### config.mk
export PLATFORM = sky130hd
export DESIGN_NAME = dmx_frame_receiver
export DESIGN_NICKNAME = d
export VERILOG_FILES = /design/src/hw/rtl/dmxr_pkg.sv /design/src/hw/rtl/dmxr_store.sv /design/src/hw/rtl/dmxr_ctrl.sv /design/src/hw/rtl/dmxr_out.sv /design/src/hw/rtl/dmx_frame_receiver.sv
export SDC_FILE = /design/constraint.sdc
export NUM_CORES = 2
export LEC_CHECK = 0
export BUFFER_PORTS_ARGS = -buffer_cell sky130_fd_sc_hd__buf_4
export CAP_MARGIN = 20
export CORE_MARGIN = 2
export CORE_UTILIZATION = 68
export DETAILED_ROUTE_END_ITERATION = 6
export GPL_TIMING_DRIVEN = 0
export MAX_ROUTING_LAYER = met4
export PLACE_DENSITY_LB_ADDON = 0.1
export SLEW_MARGIN = 10
export SYNTH_ARGS = -nofsm -noshare
export SYNTH_HDL_FRONTEND = slang
export SYNTH_MEMORY_MAX_BITS = 65536
export SYNTH_SLANG_ARGS = --single-unit
### constraint.sdc
create_clock -name clk -period 14.7 [get_ports clk]
set_clock_uncertainty 0.05 [all_clocks]
set_input_delay 0.735 -clock clk [delete_from_list [all_inputs] [get_ports clk]]
set_output_delay 0.735 -clock clk [all_outputs]
set_load 0.005 [all_outputs]
### src/hw/rtl/dmxr_pkg.sv
// shared types and constants for the dmx frame receiver
package dmxr_pkg;

	localparam int MAX_CHANNELS = 512;
	localparam int STORE_DEPTH  = MAX_CHANNELS + 1;
	localparam int STORE_AW     = $clog2(STORE_DEPTH);
	localparam int SLOT_W       = 10;
	localparam int CFG_W        = 16;
	localparam int CFG_IDX_W    = 2;

	localparam logic [15:0]     BREAK_GAP_RESET  = 16'd150;
	localparam logic [7:0]      START_CODE_RESET = 8'd0;
	localparam logic [SLOT_W-1:0] MIN_LEN_RESET  = SLOT_W'(3);

	typedef enum logic [1:0] {
		OP_BYTE     = 2'd0,
		OP_RX_ERROR = 2'd1,
		OP_READ     = 2'd2
	} op_t;

	typedef enum logic [CFG_IDX_W-1:0] {
		REG_BREAK_GAP  = 2'd0,
		REG_START_CODE = 2'd1,
		REG_MIN_LEN    = 2'd2
	} reg_idx_t;

	typedef struct packed {
		logic [1:0]  operation;
		logic [7:0]  byte_value;
		logic [31:0] time_us;
		logic [9:0]  read_channel;
	} in_word_t;

	typedef struct packed {
		logic [7:0]  read_data;
		logic        frame_done;
		logic [9:0]  frame_length;
		logic [31:0] frames_total;
		logic [31:0] errors_total;
		logic        data_ok;
		logic        in_frame;
	} out_word_t;

	typedef struct packed {
		logic        rd_en;
		logic        frame_done;
		logic [9:0]  frame_length;
		logic [31:0] frames_total;
		logic [31:0] errors_total;
		logic        data_ok;
		logic        in_frame;
	} status_t;

	typedef struct packed {
		logic                we;
		logic [STORE_AW-1:0] waddr;
		logic [7:0]          wdata;
		logic                re;
		logic [STORE_AW-1:0] raddr;
	} store_req_t;

endpackage

### src/hw/rtl/dmxr_store.sv
// channel store: single write port, registered read port
module dmxr_store (
	input  logic                clk,
	input  dmxr_pkg::store_req_t req,
	output logic [7:0]          rdata
);
	import dmxr_pkg::*;

	logic [7:0] mem [STORE_DEPTH];
	logic [7:0] rdata_q;

	always_ff @(posedge clk) begin
		if (req.we) begin
			mem[req.waddr] <= req.wdata;
		end
	end

	always_ff @(posedge clk) begin
		if (req.re) begin
			rdata_q <= mem[req.raddr];
		end
	end

	assign rdata = rdata_q;

endmodule

### src/hw/rtl/dmxr_ctrl.sv
// frame tracking, counters, configuration registers and store access
module dmxr_ctrl (
	input  logic                         clk,
	input  logic                         arst_n,
	input  logic                         cfg_we,
	input  logic [dmxr_pkg::CFG_IDX_W-1:0] cfg_index,
	input  logic [dmxr_pkg::CFG_W-1:0]   cfg_data,
	input  logic                         accept,
	input  dmxr_pkg::in_word_t           item,
	output dmxr_pkg::status_t            status,
	output dmxr_pkg::store_req_t         store_req
);
	import dmxr_pkg::*;

	logic [15:0]       break_gap_q;
	logic [7:0]        start_code_q;
	logic [SLOT_W-1:0] min_len_q;

	logic              receiving_q;
	logic [SLOT_W-1:0] slot_q;
	logic [31:0]       last_time_q;
	logic [SLOT_W-1:0] comp_len_q;
	logic              valid_q;
	logic [31:0]       frames_q;
	logic [31:0]       errors_q;

	logic              receiving_d;
	logic [SLOT_W-1:0] slot_d;
	logic [31:0]       last_time_d;
	logic [SLOT_W-1:0] comp_len_d;
	logic              valid_d;
	logic [31:0]       frames_d;
	logic [31:0]       errors_d;
	logic              done_d;
	logic              rd_ok;
	logic              we_d;
	logic [STORE_AW-1:0] waddr_d;
	logic [31:0]       gap;
	logic              brk;

	assign gap = item.time_us - last_time_q;
	assign brk = gap > {16'd0, break_gap_q};

	always_comb begin
		receiving_d = receiving_q;
		slot_d      = slot_q;
		last_time_d = last_time_q;
		comp_len_d  = comp_len_q;
		valid_d     = valid_q;
		frames_d    = frames_q;
		errors_d    = errors_q;
		done_d      = 1'b0;
		rd_ok       = 1'b0;
		we_d        = 1'b0;
		waddr_d     = '0;
		case (item.operation)
			OP_BYTE: begin
				if (brk) begin
					if (receiving_q && slot_q >= min_len_q) begin
						comp_len_d = slot_q;
						valid_d    = 1'b1;
						frames_d   = frames_q + 32'd1;
						done_d     = 1'b1;
					end
					receiving_d = 1'b0;
					slot_d      = '0;
				end
				last_time_d = item.time_us;
				if (!receiving_d) begin
					if (item.byte_value == start_code_q) begin
						receiving_d = 1'b1;
						we_d        = 1'b1;
						waddr_d     = '0;
						slot_d      = SLOT_W'(1);
					end
				end else if (slot_d <= SLOT_W'(MAX_CHANNELS)) begin
					we_d    = 1'b1;
					waddr_d = STORE_AW'(slot_d);
					slot_d  = slot_d + SLOT_W'(1);
				end else begin
					receiving_d = 1'b0;
					slot_d      = '0;
					valid_d     = 1'b0;
					errors_d    = errors_q + 32'd1;
				end
			end
			OP_RX_ERROR: begin
				receiving_d = 1'b0;
				slot_d      = '0;
				valid_d     = 1'b0;
				errors_d    = errors_q + 32'd1;
			end
			OP_READ: begin
				rd_ok = (item.read_channel != '0) &&
					(item.read_channel <= SLOT_W'(MAX_CHANNELS)) &&
					valid_q && (item.read_channel < comp_len_q);
			end
			default: begin
			end
		endcase
	end

	assign store_req.we    = accept & we_d;
	assign store_req.waddr = waddr_d;
	assign store_req.wdata = item.byte_value;
	assign store_req.re    = accept & rd_ok;
	assign store_req.raddr = STORE_AW'(item.read_channel);

	assign status.rd_en        = rd_ok;
	assign status.frame_done   = done_d;
	assign status.frame_length = comp_len_d;
	assign status.frames_total = frames_d;
	assign status.errors_total = errors_d;
	assign status.data_ok      = valid_d;
	assign status.in_frame     = receiving_d;

	always_ff @(posedge clk or negedge arst_n) begin
		if (!arst_n) begin
			break_gap_q  <= BREAK_GAP_RESET;
			start_code_q <= START_CODE_RESET;
			min_len_q    <= MIN_LEN_RESET;
		end else if (cfg_we) begin
			unique case (cfg_index)
				REG_BREAK_GAP:  break_gap_q  <= cfg_data[15:0];
				REG_START_CODE: start_code_q <= cfg_data[7:0];
				REG_MIN_LEN:    min_len_q    <= cfg_data[SLOT_W-1:0];
				default: begin
				end
			endcase
		end
	end

	always_ff @(posedge clk or negedge arst_n) begin
		if (!arst_n) begin
			receiving_q <= 1'b0;
			slot_q      <= '0;
			last_time_q <= '0;
			comp_len_q  <= '0;
			valid_q     <= 1'b0;
			frames_q    <= '0;
			errors_q    <= '0;
		end else if (accept) begin
			receiving_q <= receiving_d;
			slot_q      <= slot_d;
			last_time_q <= last_time_d;
			comp_len_q  <= comp_len_d;
			valid_q     <= valid_d;
			frames_q    <= frames_d;
			errors_q    <= errors_d;
		end
	end

endmodule

### src/hw/rtl/dmxr_out.sv
// read-latency stage and output register with word handshake
module dmxr_out (
	input  logic                clk,
	input  logic                arst_n,
	input  logic                item_valid,
	output logic                item_stall,
	output logic                accept,
	input  dmxr_pkg::status_t   status,
	input  logic [7:0]          rdata,
	output logic                result_valid,
	input  logic                result_stall,
	output dmxr_pkg::out_word_t result
);
	import dmxr_pkg::*;

	logic      valid_s1;
	status_t   stat_s1;
	logic      out_valid_q;
	out_word_t out_q;
	logic      adv;

	assign adv        = valid_s1 & (~out_valid_q | ~result_stall);
	assign item_stall = valid_s1 & ~adv;
	assign accept     = item_valid & ~item_stall;

	always_ff @(posedge clk or negedge arst_n) begin
		if (!arst_n) begin
			valid_s1 <= 1'b0;
		end else if (accept) begin
			valid_s1 <= 1'b1;
		end else if (adv) begin
			valid_s1 <= 1'b0;
		end
	end

	always_ff @(posedge clk) begin
		if (accept) begin
			stat_s1 <= status;
		end
	end

	always_ff @(posedge clk or negedge arst_n) begin
		if (!arst_n) begin
			out_valid_q <= 1'b0;
		end else if (adv) begin
			out_valid_q <= 1'b1;
		end else if (!result_stall) begin
			out_valid_q <= 1'b0;
		end
	end

	always_ff @(posedge clk) begin
		if (adv) begin
			out_q.read_data    <= stat_s1.rd_en ? rdata : 8'd0;
			out_q.frame_done   <= stat_s1.frame_done;
			out_q.frame_length <= stat_s1.frame_length;
			out_q.frames_total <= stat_s1.frames_total;
			out_q.errors_total <= stat_s1.errors_total;
			out_q.data_ok      <= stat_s1.data_ok;
			out_q.in_frame     <= stat_s1.in_frame;
		end
	end

	assign result_valid = out_valid_q;
	assign result       = out_q;

endmodule

### src/hw/rtl/dmx_frame_receiver.sv
// dmx512 frame receiver top level
// path: an accepted word goes to the read-latency stage, then to the output register
// throughput: one word per cycle while the output is not stalled; each accepted word
// does at most one store access; its read data then goes to the output register
// reset: arst_n clears frame state, counters and handshake state, registers take
// their defaults; the channel store is not cleared and needs no clearing pass
module dmx_frame_receiver (
	input  logic                           clk,
	input  logic                           arst_n,
	input  logic                           item_valid,
	output logic                           item_stall,
	input  dmxr_pkg::in_word_t             item,
	output logic                           result_valid,
	input  logic                           result_stall,
	output dmxr_pkg::out_word_t            result,
	input  logic                           cfg_we,
	input  logic [dmxr_pkg::CFG_IDX_W-1:0] cfg_index,
	input  logic [dmxr_pkg::CFG_W-1:0]     cfg_data
);
	import dmxr_pkg::*;

	logic       accept;
	status_t    status;
	store_req_t store_req;
	logic [7:0] rdata;

	dmxr_ctrl u_ctrl (
		.clk       (clk),
		.arst_n    (arst_n),
		.cfg_we    (cfg_we),
		.cfg_index (cfg_index),
		.cfg_data  (cfg_data),
		.accept    (accept),
		.item      (item),
		.status    (status),
		.store_req (store_req)
	);

	dmxr_store u_store (
		.clk   (clk),
		.req   (store_req),
		.rdata (rdata)
	);

	dmxr_out u_out (
		.clk          (clk),
		.arst_n       (arst_n),
		.item_valid   (item_valid),
		.item_stall   (item_stall),
		.accept       (accept),
		.status       (status),
		.rdata        (rdata),
		.result_valid (result_valid),
		.result_stall (result_stall),
		.result       (result)
	);

endmodule
* Word-level counts from Yosys, hierarchy flattened *
Memories as Yosys holds them, arrays and structs flattened. A register that Yosys moved wholly into a read port is not among the register bits.
Index checks and enable logic that the tools add are counted.

storage, ports and cells
  memory bits (writable) = 4104
  memories = 1
  bits of input ports = 75
  bits in registers = 317
  logic and storage cells = 105

memories
  name         depth  width  read ports  clocked after Yosys merged registers in  write ports  line             text
  u_store.mem  513    8      1           1                                        1            dmxr_store.sv:9  logic [7:0] mem [STORE_DEPTH];

cells by class
  equal/unequal tests = 6
  add/sub/neg operators = 4
  order comparisons = 5
  reductions and logical operators = 15
  multiplexer cells = 38
  bitwise logic cells = 10

operator list
  kind                                                 count
  2-to-1 mux 32 bit                                    5
  2-to-1 mux 10 bit                                    11
  adder 32 x 1 -> 32 bit, second input constant        2
  one-hot mux 32 bit (2 select lines)                  1
  > comparator 32 x 16 -> 1 bit                        1
  subtractor 32 bit                                    1
  <= comparator 10 bit, second input constant          2
  one-hot mux 10 bit (2 select lines)                  1
  2-to-1 mux 1 bit                                     18
  AND reduction 2 bit                                  6
  adder 10 x 1 -> 10 bit, second input constant        1
  greater-or-equal comparator 10 bit                   1
  less-than comparator 10 bit                          1
  nonzero test 10 bit                                  1
  equality test 8 bit                                  1
  bitwise AND 1 bit                                    5
  equality test 2 x 1 -> 1 bit, second input constant  2
  equality test 2 bit, second input constant           2
  logical AND 1 bit                                    4
  zero test 2 bit                                      2
  NOT 1 bit                                            4
  one-hot mux 1 bit (2 select lines)                   2
  nonzero test 2 bit                                   2
  != test 2 x 1 -> 1 bit, second input constant        1
  bitwise OR 1 bit                                     1

* Longest topological paths before layout *
  word-level depth = 11
  gate-level depth with buffers = 32

* Modules after synthesis *
Synthesis repeated with hierarchy kept, for this count alone.

second synthesis, totals
  cells, all modules = 8710
  area total of the unflattened synthesis = 176083.9 µm²

modules (own cells, without submodules)
  module      area an instance (µm²)  seq. area each (µm²)  cells an instance  times used
  dmxr_store  159829.5                123478.4              7225               1
  dmxr_ctrl   11217.0                 3811.2                1306               1
  dmxr_out    5037.3                  4944.7                179                1

* Worst setup path after synthesis *
Ideal clock, no wire load.

  path type = input-to-reg
  start point = input port result_stall
  end point = register u_out.out_q (netlist bit u_out.result[0]), enable pin
  buffers on the path = 0
  arrival time = 6908 ps
  data required time = 13993 ps
  stages on the path = 1
  library setup time = 657 ps
  slack = 7085 ps
  cell sequence = a21boi_0

on the way
  longest elaborated chain between the ends = 3

ends and longest elaborated chain
  item               line                      text
  from (decl)        dmx_frame_receiver.sv:14  input logic result_stall,
  NOT 1 bit          dmxr_out.sv:22            assign adv = valid_s1 & (~out_valid_q | ~result_stall);
  bitwise OR 1 bit   dmxr_out.sv:22
  bitwise AND 1 bit  dmxr_out.sv:22
  to (decl)          dmxr_out.sv:19            out_word_t out_q;

Every way passes these cells.
A chain may end at the register's enable or synchronous reset.

* Worst setup path in the final report *
  start point = input port item[14] (netlist name)
  end point = register u_ctrl.errors_q[7]

on the way
  longest elaborated chain between the ends = 8
  elaborated cells on any way between the ends = 10
  classes of those cells = 1 x add/sub; 2 x order compare; 7 x mux

ends and longest elaborated chain
  item                                   line                      text
  from (decl)                            dmx_frame_receiver.sv:12  input dmxr_pkg::in_word_t item,
  subtractor 32 bit *                    dmxr_ctrl.sv:41           assign gap = item.time_us - last_time_q;
  > comparator 32 x 16 -> 1 bit *        dmxr_ctrl.sv:42           assign brk = gap > {16'd0, break_gap_q};
  2-to-1 mux 10 bit                      dmxr_ctrl.sv:58           if (brk) begin
  2-to-1 mux 10 bit                      dmxr_ctrl.sv:56           case (item.operation)
  <= comparator 10 bit                   dmxr_ctrl.sv:76           end else if (slot_d <= SLOT_W'(MAX_CHANNELS)) begin
  2-to-1 mux 32 bit                      dmxr_ctrl.sv:76
  2-to-1 mux 32 bit *                    dmxr_ctrl.sv:69           if (!receiving_d) begin
  one-hot mux 32 bit (2 select lines) *  dmxr_ctrl.sv:56
  to (signal assigned)                   dmxr_ctrl.sv:149          errors_q <= errors_d;
  to (decl)                              dmxr_ctrl.sv:25           logic [31:0] errors_q;

Every way passes the cells marked *; elsewhere a longest branch is shown, timed or not. The select of a mux whose other input is x is not followed.

==> flow_summary.yaml <==
cts:
  clockRootBuffer: "clkbuf_16"
  ctsHoldBuffers: 38
  post_cts_buffers: 0
  cts_resized: 0
  cts_tree: "done"
  clock_latency_ns: 0.96
  clock-sinks: 4429
  cts_buffer_depth: 4
  htree_num_levels: 5
  cts_buffers: 425
  clkSlewWorstSetupHoldPaths_ns: 0.06
outcome:
  failed_checks: "DRC, capacitance limit, slew limit"
  outcome: "complete, but fails checks"
floorplanning:
  die_w_um: 510.8
  placementRows: 186
  dieArea_sq_um: 260900
  pin_count: 162
  core_sq_um: 256200
  die_h_um: 510.8
  initial_core_util_pct: 68.17
sta:
  slew_headroom_pct: -0.9594
  post-route-period-util_pct: 63.75
  maxSlewViolCount: 6
  tightest_slew_ns: 1.511
  clock.fmax_mhz: 106.7
  period_needed_ns: 9.372
  finalSetupViolCount: 0
  finalSetupTns_ns: 0
  hold_slack_ns: 0.02358
  hold_viol: 0
  setup_slack_ns: 5.328
  rsz0062_at_grt: "no"
setup_path:
  end_kind: "flop"
  start_kind: "primary input"
  path_max_fanout: 10
  cpMaxStageDelayCell: "nor3b_1"
  r2r-start: "u_ctrl.last_time_q[4]"
  worstPathArrival_ns: 10.15
  cp-startpoint: "item[14]"
  critPathKind: "primary input to flop"
  required_ns: 15.48
  max_stage_delay_ns: 0.93
logic_synthesis:
  synth.distinct_cells: 76
  syn_avg_cell_area_sq_um: 21.71
  yosys_warnings: 0
  synth_area_leaders: "edfxtp_1, mux4_2, dfrtp_1"
  yosys-top-cells-count: "edfxtp_1, mux4_2, nor2_1, clkbuf_1, nand2_1"
  synth.largest_area_cell: "edfxtp_1"
  synth_top_area_share_pct: 73.49
  async_reset_ff_share_pct: 3.477
  ys_ff_latch: 4429
  synth_most_common_cell: "edfxtp_1"
  synth_edf_count: 4275
  synth_ff_type: "edfxtp_1"
  syn_inst: 8046
  seq_area_frac_synth_pct: 75.70
  syn_area_sq_um: 174700
  syn-num-nets: 8192
layout:
  areaGrowthSynthToFinish_pct: 14.18
  final_area_sq_um: 199400
  num-fill-cells: 12710
  instances_no_fill: 12800
  drive_gt1_share_pct: 30.77
  final_core_util_pct: 77.84
  nets: 9079
power:
  finalPower_mw: 26.94
  ir_worst_vdd_uv: 130.8
  p_int_mw: 20.64
  clkPwrFrac_pct: 40.5
  leakagePower_nw: 63.50
  power_frac_comb_pct: 7.7
  swShare_pct: 23.36
  powerDensity_nw_per_um2: 135.1
  seqPwrFrac_pct: 51.8
  p_switching_mw: 6.292
min_path:
  min-delay-path-class: "primary input to flop"
  worstHoldStart: "item[22]"
route:
  drt_wl_total_um: 622700
  dr_total_vias: 101600
  drcViolationCount: 199
  drtPass1Iterations: 7
  wire_per_inst_um: 48.65
  routed_via_density: 7.938
  ant_nets: 0
  drt_iter0_drc: 21930
global_route:
  antenna_found_initial: 87
  gr-total-overflow: 0
  grt_max_degree: 168
  grt_pass1_vias: 95800
  grt_pass1_wl_um: 820700
  grt_usage_pct: 49.34
place:
  dp.final_hpwl_um: 406800
  dp.cells: 11830
  pre_cts_ws_ns: 5.335
  finalWeightedCongestion: 1.071
  io_buffer_count: 160
  place_area_sq_um: 185000
flow_run:
  maxCapViolCount: 1
placed cells by master, fill, tap and decap left out, types with 40 or more instances in the layout:
master,instances
edfxtp_1,4275
a21oi_1,69
xor2_1,40
buf_2,163
clkbuf_2,133
ha_1,70
inv_1,84
nor3_2,105
nand3_1,84
clkinv_1,84
nor2_1,408
clkinv_2,75
nand2_1,263
diode_2,133
mux4_2,1350
buf_4,221
nand4_1,59
mux2_2,43
o21ai_0,99
nor3_1,80
clkbuf_16,430
xnor2_1,113
dfrtp_1,148
buf_12,50
buf_16,63
clkbuf_1,243
critical path, delay by kind of cell:
| family | cells | cell delay [ns] |
|---|---|---|
| and+or+nand+nor | 11 | 3.20 |
| adders and majority gates | 3 | 0.88 |
| AOI/OAI and AO/OA | 9 | 2.92 |
| xor gates and xnor gates | 2 | 0.46 |
| buffers and inverters | 7 | 1.93 |
cell type report:
type | instances | area, sq um | share of cell area, %
Antenna cell | 133 | 332.8 | 0.1669
Buffer | 451 | 2061 | 1.033
Clock buffer | 542 | 11310 | 5.671
Clock inverter | 234 | 2142 | 1.074
Inverter | 85 | 319.1 | 0.1600
Multi-Input combinational cell | 3081 | 41050 | 20.58
Sequential cell | 4429 | 132200 | 66.30
Tap cell | 3384 | 4234 | 2.123
Timing Repair Buffer | 460 | 5767 | 2.891
cell families (layout without fill, tap and decap cells):
logic type / Yosys count / after routing / synth area share [%]
other cells: 0 / 133 / 0
buf+inv: 536 / 1772 / 1.211
mux: 1399 / 1399 / 17.72
flops: 4429 / 4429 / 75.70
fa+ha+maj: 71 / 71 / 0.5129
simple gates: 1177 / 1177 / 3.091
xor+xnor: 153 / 153 / 0.7672
compound gates: 281 / 281 / 0.9985
worst paths after layout:
| path | slack [ns] | to | cells after the start |
|---|---|---|---|
| max in group asynchronous | 13.28 | u_ctrl.errors_q[14] | 3 |
| max | 5.33 | u_ctrl.errors_q[7] | 32 |
| min reg2reg | 0.33 | u_out.result[70] | 0 |
| min | 0.02 | u_ctrl.last_time_q[12] | 3 |
| max reg2reg | 5.47 | u_ctrl.errors_q[7] | 31 |
| min in group asynchronous | 0.25 | u_ctrl.last_time_q[29] | 2 |
state kept, by name, indices dropped and copies added, names as in the netlist:
signal               flops
u_ctrl.errors_q         32
u_ctrl.min_len_q        10
u_ctrl.receiving_q       1
u_ctrl.start_code_q      8
u_ctrl.slot_q           10
u_ctrl.break_gap_q      16
u_out.stat_s1           78
u_ctrl.valid_q           1
u_store.rdata            8
u_ctrl.frames_q         32
u_out.result_valid       1
u_ctrl.last_time_q      32
u_out.valid_s1           1
u_out.result            85
u_ctrl.comp_len_q       10
u_store.mem           4104
metal layers:
layer | track usage (%) | vias to the layer above | part of all wire [%]
met5 | - | - | 0
li1 | - | 35560 | -
met2 | 65.02 | 11650 | 42
met1 | 59.20 | 51600 | 30
met4 | 32.84 | 0 | 8.7
met3 | 25.87 | 2785 | 19
power groups by stage:
stage | Clock, mW | Combinational, mW | Sequential, mW
final | 10.9 | 2.08 | 13.9
after CTS | 10.8 | 1.96 | 13.9
after global routing | 11.2 | 2.08 | 13.9
after floorplan | 0 | 0.933 | 14.2
after detailed placement | 0 | 1.93 | 14.2
after global placement | 0 | 1.81 | 14.3
(Power assumes the default switching activity.)
